[config.mk]
export PLATFORM = sky130hd
export DESIGN_NAME = qwvs_ctrl
export DESIGN_NICKNAME = d
export VERILOG_FILES = /design/src/hw/rtl/qwvs_pkg.sv /design/src/hw/rtl/qwvs_ctrl.sv
export SDC_FILE = /design/constraint.sdc
export NUM_CORES = 1
export LEC_CHECK = 0
export BUFFER_PORTS_ARGS = -buffer_cell sky130_fd_sc_hd__buf_4
export CELL_PAD_IN_SITES_DETAIL_PLACEMENT = 2
export CELL_PAD_IN_SITES_GLOBAL_PLACEMENT = 2
export CORE_UTILIZATION = 25
export CTS_CLUSTER_DIAMETER = 100
export DETAILED_ROUTE_END_ITERATION = 6
export PLACE_DENSITY = 0.74
export SYNTH_ARGS = -nofsm -noshare
export SYNTH_HDL_FRONTEND = slang
export SYNTH_SLANG_ARGS = --single-unit
[constraint.sdc]
create_clock -name clock -period 7.5 [get_ports clock]
set_clock_uncertainty 0.2 [all_clocks]
set_input_delay 0.375 -clock clock [delete_from_list [all_inputs] [get_ports clock]]
set_output_delay 0.375 -clock clock [all_outputs]
set_load 0.05 [all_outputs]
[src/hw/rtl/qwvs_pkg.sv]
package qwvs_pkg;

   typedef struct packed {
      logic signed [31:0] joint_px;
      logic signed [31:0] joint_py;
      logic signed [31:0] joint_pz;
      logic signed [15:0] joint_qx;
      logic signed [15:0] joint_qy;
      logic signed [15:0] joint_qz;
      logic signed [15:0] joint_qw;
      logic signed [31:0] weight_x;
      logic signed [31:0] weight_y;
      logic signed [31:0] weight_z;
      logic        [15:0] bias;
      logic               last_weight;
   } req_payload_type;

   typedef struct packed {
      logic signed [31:0] vertex_x;
      logic signed [31:0] vertex_y;
      logic signed [31:0] vertex_z;
      logic               clipped;
   } rsp_payload_type;

   typedef enum logic [3:0] {
      A_QX, A_QY, A_QZ, A_QW, A_VX, A_VY, A_VZ,
      A_TX, A_TY, A_TZ, A_TW, A_SX, A_SY, A_SZ
   } a_sel_type;

   typedef enum logic [3:0] {
      B_QX, B_QY, B_QZ, B_QW, B_NX, B_NY, B_NZ, B_NW, B_BIAS
   } b_sel_type;

   typedef enum logic [1:0] {
      D_S, D_T, D_F, D_B
   } dest_type;

   localparam logic [1:0] LANE_X = 2'd0;
   localparam logic [1:0] LANE_Y = 2'd1;
   localparam logic [1:0] LANE_Z = 2'd2;
   localparam logic [1:0] LANE_W = 2'd3;

   typedef struct packed {
      a_sel_type  a_sel;
      b_sel_type  b_sel;
      logic       neg;
      logic       first;
      logic       last;
      dest_type   dest;
      logic [1:0] lane;
   } mac_cmd_type;

   typedef struct packed {
      logic        load;
      logic        mac_valid;
      mac_cmd_type mac;
      logic        root_step;
      logic        div_init;
      logic        div_step;
      logic        emit;
   } ctrl_cmd_type;

   typedef struct packed {
      logic out_free;
      logic last;
   } dp_status_type;

   typedef enum logic [2:0] {
      ST_IDLE, ST_MAC_A, ST_ROOT, ST_DIV_INIT, ST_DIV, ST_MAC_B, ST_DRAIN, ST_EMIT
   } state_type;

   localparam int CNT_W       = 5;
   localparam int MAC_A_LAST  = 15;
   localparam int MAC_B_FIRST = 16;
   localparam int MAC_B_LAST  = 30;
   localparam int ROOT_STEPS  = 31;
   localparam int DIV_STEPS   = 25;

   function automatic mac_cmd_type mac_step(input logic [CNT_W-1:0] idx);
      mac_cmd_type c;
      c = '{A_QX, B_QX, 1'b0, 1'b0, 1'b0, D_S, LANE_X};
      unique case (idx)
         5'd0:  c = '{A_QX, B_QX, 1'b0, 1'b1, 1'b0, D_S, LANE_X};
         5'd1:  c = '{A_QY, B_QY, 1'b0, 1'b0, 1'b0, D_S, LANE_X};
         5'd2:  c = '{A_QZ, B_QZ, 1'b0, 1'b0, 1'b0, D_S, LANE_X};
         5'd3:  c = '{A_QW, B_QW, 1'b0, 1'b0, 1'b1, D_S, LANE_X};
         5'd4:  c = '{A_VX, B_QX, 1'b1, 1'b1, 1'b0, D_T, LANE_W};
         5'd5:  c = '{A_VY, B_QY, 1'b1, 1'b0, 1'b0, D_T, LANE_W};
         5'd6:  c = '{A_VZ, B_QZ, 1'b1, 1'b0, 1'b1, D_T, LANE_W};
         5'd7:  c = '{A_VX, B_QW, 1'b0, 1'b1, 1'b0, D_T, LANE_X};
         5'd8:  c = '{A_VZ, B_QY, 1'b0, 1'b0, 1'b0, D_T, LANE_X};
         5'd9:  c = '{A_VY, B_QZ, 1'b1, 1'b0, 1'b1, D_T, LANE_X};
         5'd10: c = '{A_VY, B_QW, 1'b0, 1'b1, 1'b0, D_T, LANE_Y};
         5'd11: c = '{A_VX, B_QZ, 1'b0, 1'b0, 1'b0, D_T, LANE_Y};
         5'd12: c = '{A_VZ, B_QX, 1'b1, 1'b0, 1'b1, D_T, LANE_Y};
         5'd13: c = '{A_VZ, B_QW, 1'b0, 1'b1, 1'b0, D_T, LANE_Z};
         5'd14: c = '{A_VY, B_QX, 1'b0, 1'b0, 1'b0, D_T, LANE_Z};
         5'd15: c = '{A_VX, B_QY, 1'b1, 1'b0, 1'b1, D_T, LANE_Z};
         5'd16: c = '{A_TX, B_NW, 1'b0, 1'b1, 1'b0, D_F, LANE_X};
         5'd17: c = '{A_TW, B_NX, 1'b0, 1'b0, 1'b0, D_F, LANE_X};
         5'd18: c = '{A_TY, B_NZ, 1'b0, 1'b0, 1'b0, D_F, LANE_X};
         5'd19: c = '{A_TZ, B_NY, 1'b1, 1'b0, 1'b1, D_F, LANE_X};
         5'd20: c = '{A_TY, B_NW, 1'b0, 1'b1, 1'b0, D_F, LANE_Y};
         5'd21: c = '{A_TW, B_NY, 1'b0, 1'b0, 1'b0, D_F, LANE_Y};
         5'd22: c = '{A_TZ, B_NX, 1'b0, 1'b0, 1'b0, D_F, LANE_Y};
         5'd23: c = '{A_TX, B_NZ, 1'b1, 1'b0, 1'b1, D_F, LANE_Y};
         5'd24: c = '{A_TZ, B_NW, 1'b0, 1'b1, 1'b0, D_F, LANE_Z};
         5'd25: c = '{A_TW, B_NZ, 1'b0, 1'b0, 1'b0, D_F, LANE_Z};
         5'd26: c = '{A_TX, B_NY, 1'b0, 1'b0, 1'b0, D_F, LANE_Z};
         5'd27: c = '{A_TY, B_NX, 1'b1, 1'b0, 1'b1, D_F, LANE_Z};
         5'd28: c = '{A_SX, B_BIAS, 1'b0, 1'b1, 1'b1, D_B, LANE_X};
         5'd29: c = '{A_SY, B_BIAS, 1'b0, 1'b1, 1'b1, D_B, LANE_Y};
         5'd30: c = '{A_SZ, B_BIAS, 1'b0, 1'b1, 1'b1, D_B, LANE_Z};
         default: c = '{A_QX, B_QX, 1'b0, 1'b0, 1'b0, D_S, LANE_X};
      endcase
      return c;
   endfunction

endpackage

[src/hw/rtl/qwvs_ctrl.sv]
module qwvs_ctrl
   import qwvs_pkg::*;
(
   input  logic          clock,
   input  logic          reset,
   input  logic          req_valid,
   output logic          req_stall,
   input  dp_status_type status,
   output ctrl_cmd_type  cmd
);

   state_type        state_ff, state_in;
   logic [CNT_W-1:0] cnt_ff, cnt_in;

   always_ff @(posedge clock) begin
      if (reset) begin
         state_ff <= ST_IDLE;
         cnt_ff   <= '0;
      end else begin
         state_ff <= state_in;
         cnt_ff   <= cnt_in;
      end
   end

   always_comb begin
      state_in = state_ff;
      cnt_in   = cnt_ff;
      unique case (state_ff)
         ST_IDLE: begin
            cnt_in = '0;
            if (req_valid) begin
               state_in = ST_MAC_A;
            end
         end
         ST_MAC_A: begin
            if (cnt_ff == CNT_W'(MAC_A_LAST)) begin
               state_in = ST_ROOT;
               cnt_in   = '0;
            end else begin
               cnt_in = cnt_ff + 1'b1;
            end
         end
         ST_ROOT: begin
            if (cnt_ff == CNT_W'(ROOT_STEPS - 1)) begin
               state_in = ST_DIV_INIT;
               cnt_in   = '0;
            end else begin
               cnt_in = cnt_ff + 1'b1;
            end
         end
         ST_DIV_INIT: begin
            state_in = ST_DIV;
            cnt_in   = '0;
         end
         ST_DIV: begin
            if (cnt_ff == CNT_W'(DIV_STEPS - 1)) begin
               state_in = ST_MAC_B;
               cnt_in   = CNT_W'(MAC_B_FIRST);
            end else begin
               cnt_in = cnt_ff + 1'b1;
            end
         end
         ST_MAC_B: begin
            if (cnt_ff == CNT_W'(MAC_B_LAST)) begin
               state_in = ST_DRAIN;
            end else begin
               cnt_in = cnt_ff + 1'b1;
            end
         end
         ST_DRAIN: begin
            state_in = ST_EMIT;
         end
         ST_EMIT: begin
            if (!status.last || status.out_free) begin
               state_in = ST_IDLE;
            end
         end
         default: begin
            state_in = ST_IDLE;
         end
      endcase
   end

   always_comb begin
      req_stall     = (state_ff != ST_IDLE);
      cmd           = '0;
      cmd.mac       = mac_step(cnt_ff);
      cmd.load      = (state_ff == ST_IDLE) && req_valid;
      cmd.mac_valid = (state_ff == ST_MAC_A) || (state_ff == ST_MAC_B);
      cmd.root_step = (state_ff == ST_ROOT);
      cmd.div_init  = (state_ff == ST_DIV_INIT);
      cmd.div_step  = (state_ff == ST_DIV);
      cmd.emit      = (state_ff == ST_EMIT) && status.last && status.out_free;
   end

endmodule

==> impl_metrics.csv <==
group,metric,value,unit
floorplan,core_area,6794,um^2
logic_synthesis,synth_area,1757,um^2
place,postPlaceCellArea,1981,um^2
outcome,status,"completed",
grt,grt_pass1_wl,9252,um
sta,finalCritPeriodShare,52.02,%
clock_network,cts_buffers,3,
logic_synthesis,synth-main-ff-cell,"dfxtp_1",
sta,rsz0062_at_grt,"no",
clock_network,clockRootBuffer,"clkbuf_8",
worst_setup_path,cp.arrival,3.89,ns
routing,dr.pass1.iters,4,
power_and_ir_drop,power_per_cell_area,217.8,nW/um^2
hold_path,hold_depth,2,
layout,finalInstanceArea,2026,um^2
logic_synthesis,synth.ff_latch_count,23,
clock_network,insertion_delay,0.27,ns
layout,layout_common_cells,"26 x buf_4, 25 x nand2_1, 23 x dfxtp_1",
worst_setup_path,worst_setup_path_start_kind,"flop",
logic_synthesis,synth_area_leaders,"dfxtp_1 26%, ha_1 8.5%, nand2_1 5.3%, o21ai_0 4.3%, nor2_1 4.1%",
logic_synthesis,synth_cell_type_count,57,
power_and_ir_drop,ir_worst_vdd,0.05037,mV
clock_network,htreeDepth,1,
routing,wire_per_inst,16.33,um
worst_setup_path,required,7.49,ns
logic_synthesis,syn-mean-instance-area,7.949,um^2
logic_synthesis,async_flop_share,0,%
clock_network,clk_path_buf_depth,2,
clock_network,post_cts_buffers,0,
logic_synthesis,synth_top_area_share,26.21,%
floorplan,die_h,85.83,um
routing,drc,0,
logic_synthesis,synth-seq-area-share,26.21,%
layout,diodes,0,
sta,finalHoldViolations,0,
worst_setup_path,timing.rr.start,"cnt_ff[0]",
grt,grt.total_usage,15.60,%
hold_path,min_to,"state_ff[0]",
place,io_buffers,26,
worst_setup_path,r2r_cells,17,
layout,nNetsFinal,254,
hold_path,min_path_type,"in -> reg",
logic_synthesis,yosysTopAreaCell,"dfxtp_1",
clock_network,cts.sinks,23,
layout,syn2layout_area_growth,15.31,%
sta,slew_headroom,51.95,%
logic_synthesis,netlist_instances,221,
floorplan,io_pins,27,
routing,routed_wl,5421,um
worst_setup_path,cp_max_fo,7,
flow_run,maxCapViolCount,0,
place,gp_congestion,0.8670,
sta,setup_viol,0,
floorplan,die_w,85.83,um
routing,vias_per_cell,5.090,
worst_setup_path,rrSetupSlack,3.60,ns
clock_network,cts_tree,"yes",
logic_synthesis,syn-num-nets,238,
worst_setup_path,worstReg2RegEnd,"cmd[16]",
routing,vias,1690,
place,hpwl,4014,um
floorplan,rows,30,
grt,overflow,0,
sta,fin_crit,3.901,ns
grt,antenna_found_initial,0,
floorplan,die-area,7366,um^2
logic_synthesis,ys_warn_count,0,
sta,fmax,256.3,MHz
routing,ant_nets,0,
sta,tightestPinTransition,0.7153,ns
sta,setup_tns,0,ns
power_and_ir_drop,p_leak,0.8330,nW
layout,drive_above_1_share,18.64,%
worst_setup_path,end_kind,"flop",
routing,drtIter0Drc,109,
clock_network,postCtsHoldBufs,0,
grt,first_global_vias,1797,
sta,slew_viol_final,0,
worst_setup_path,crit_type,"reg -> reg",
logic_synthesis,synth_edf_count,0,
clock_network,cts_resized,0,
floorplan,initial_core_util,25.86,%
layout,layout_commonest_cell,"buf_4",
clock_network,cts.clk_slew.worst_paths,0.09,ns
hold_path,hp-start,"reset",
grt,grt_max_degree,23,
-- worst max path at each step --
stage / start / depth (start not counted) / endpoint
after floorplan: state_ff[0] / 12 / cmd[15]
after global placement: cnt_ff[0] / 17 / cmd[16]
after detailed placement: cnt_ff[0] / 17 / cmd[16]
after CTS: cnt_ff[0] / 17 / cmd[16]
after global routing: cnt_ff[0] / 17 / cmd[16]
final: cnt_ff[0] / 17 / cmd[16]
-- cells in the mapped netlist (4+ instances only) --
cell type and number:
nor3_1 4, a21oi_1 13, buf_2 7, inv_1 15, nor2_1 19, nand3_1 4, ha_1 12, dfxtp_1 23
nand2b_1 4, nand2_1 25, a211oi_1 6, o21ai_0 15, a31oi_1 5
-- registers in the layout (all words and copies together) (netlist names) --
signal and flops:
cmd 15, cnt_ff 5, state_ff 3
-- worst max-delay path, cell delays in order (launching register included) --
cell      delay [ns]
dfxtp_1         0.45
ha_1            0.27
nand3_1         0.15
inv_1           0.10
ha_1            0.22
nor4b_1         0.07
a31o_1          0.25
o21ai_0         0.15
o21ai_0         0.25
and2_1          0.32
inv_1           0.14
ha_1            0.25
inv_1           0.12
o21ai_0         0.18
a21oi_1         0.09
a221oi_1        0.23
o221ai_1        0.15
a22oi_1         0.23
-- metal layers --
| metal | track usage [%] | wire length (um) | vias up |
|---|---|---|---|
| met5 | 0 | 0 | - |
| met4 | 3.636 | 41 | 0 |
| met3 | 0.8662 | 107 | 4 |
| met2 | 26.40 | 2553 | 26 |
| met1 | 21.76 | 2718 | 835 |
| li1 | - | - | 825 |
-- where the power goes --
group	internal [W]	leakage (nW)	switching, W	total (W)
Combinational	0.0000725	0.624	0.000134	0.000207
Clock	0.0000380	0.0228	0.0000421	0.0000801
Sequential	0.000135	0.186	0.0000192	0.000154
-- cell families (layout without fill, tap and decap cells) --
family          count (synthesis)  in the layout  synth area share [%]
compound gates                 72             72                 30.27
fa+ha+maj                      12             12                 8.547
buf+inv                        32             47                 8.831
flops                          23             23                 26.21
xor+xnor                        2              2                0.9973
mux                             6              6                 3.846
simple gates                   74             74                 21.30
-- area by class of cell --
type,instances,area [um^2]
Sequential cell,23,460.4
Tap cell,96,120.1
Clock buffer,4,45.04
Timing Repair Buffer,26,195.2
Multi-Input combinational cell,166,1141
Fill cell,796,4768
Inverter,17,63.81
-- per-stage QoR --
| step | hold WS, ns | power, W | cells | worst slack, ns | util [%] |
|---|---|---|---|---|---|
| floorplan | 0.2474 | 0.0003075 | 221 | 3.671 | - |
| global placement | 0.3958 | 0.0003578 | 328 | 3.750 | 29.15 |
| detailed placement | 0.4017 | 0.0003625 | 328 | 3.624 | 29.15 |
| CTS | 0.1078 | 0.0004447 | 332 | 3.592 | 29.82 |
| global route | 0.1116 | 0.0004674 | 332 | 3.229 | 29.82 |
| finish | 0.1129 | 0.0004412 | 332 | 3.599 | 29.82 |
Note: power is estimated with default switching activity, not from simulation.
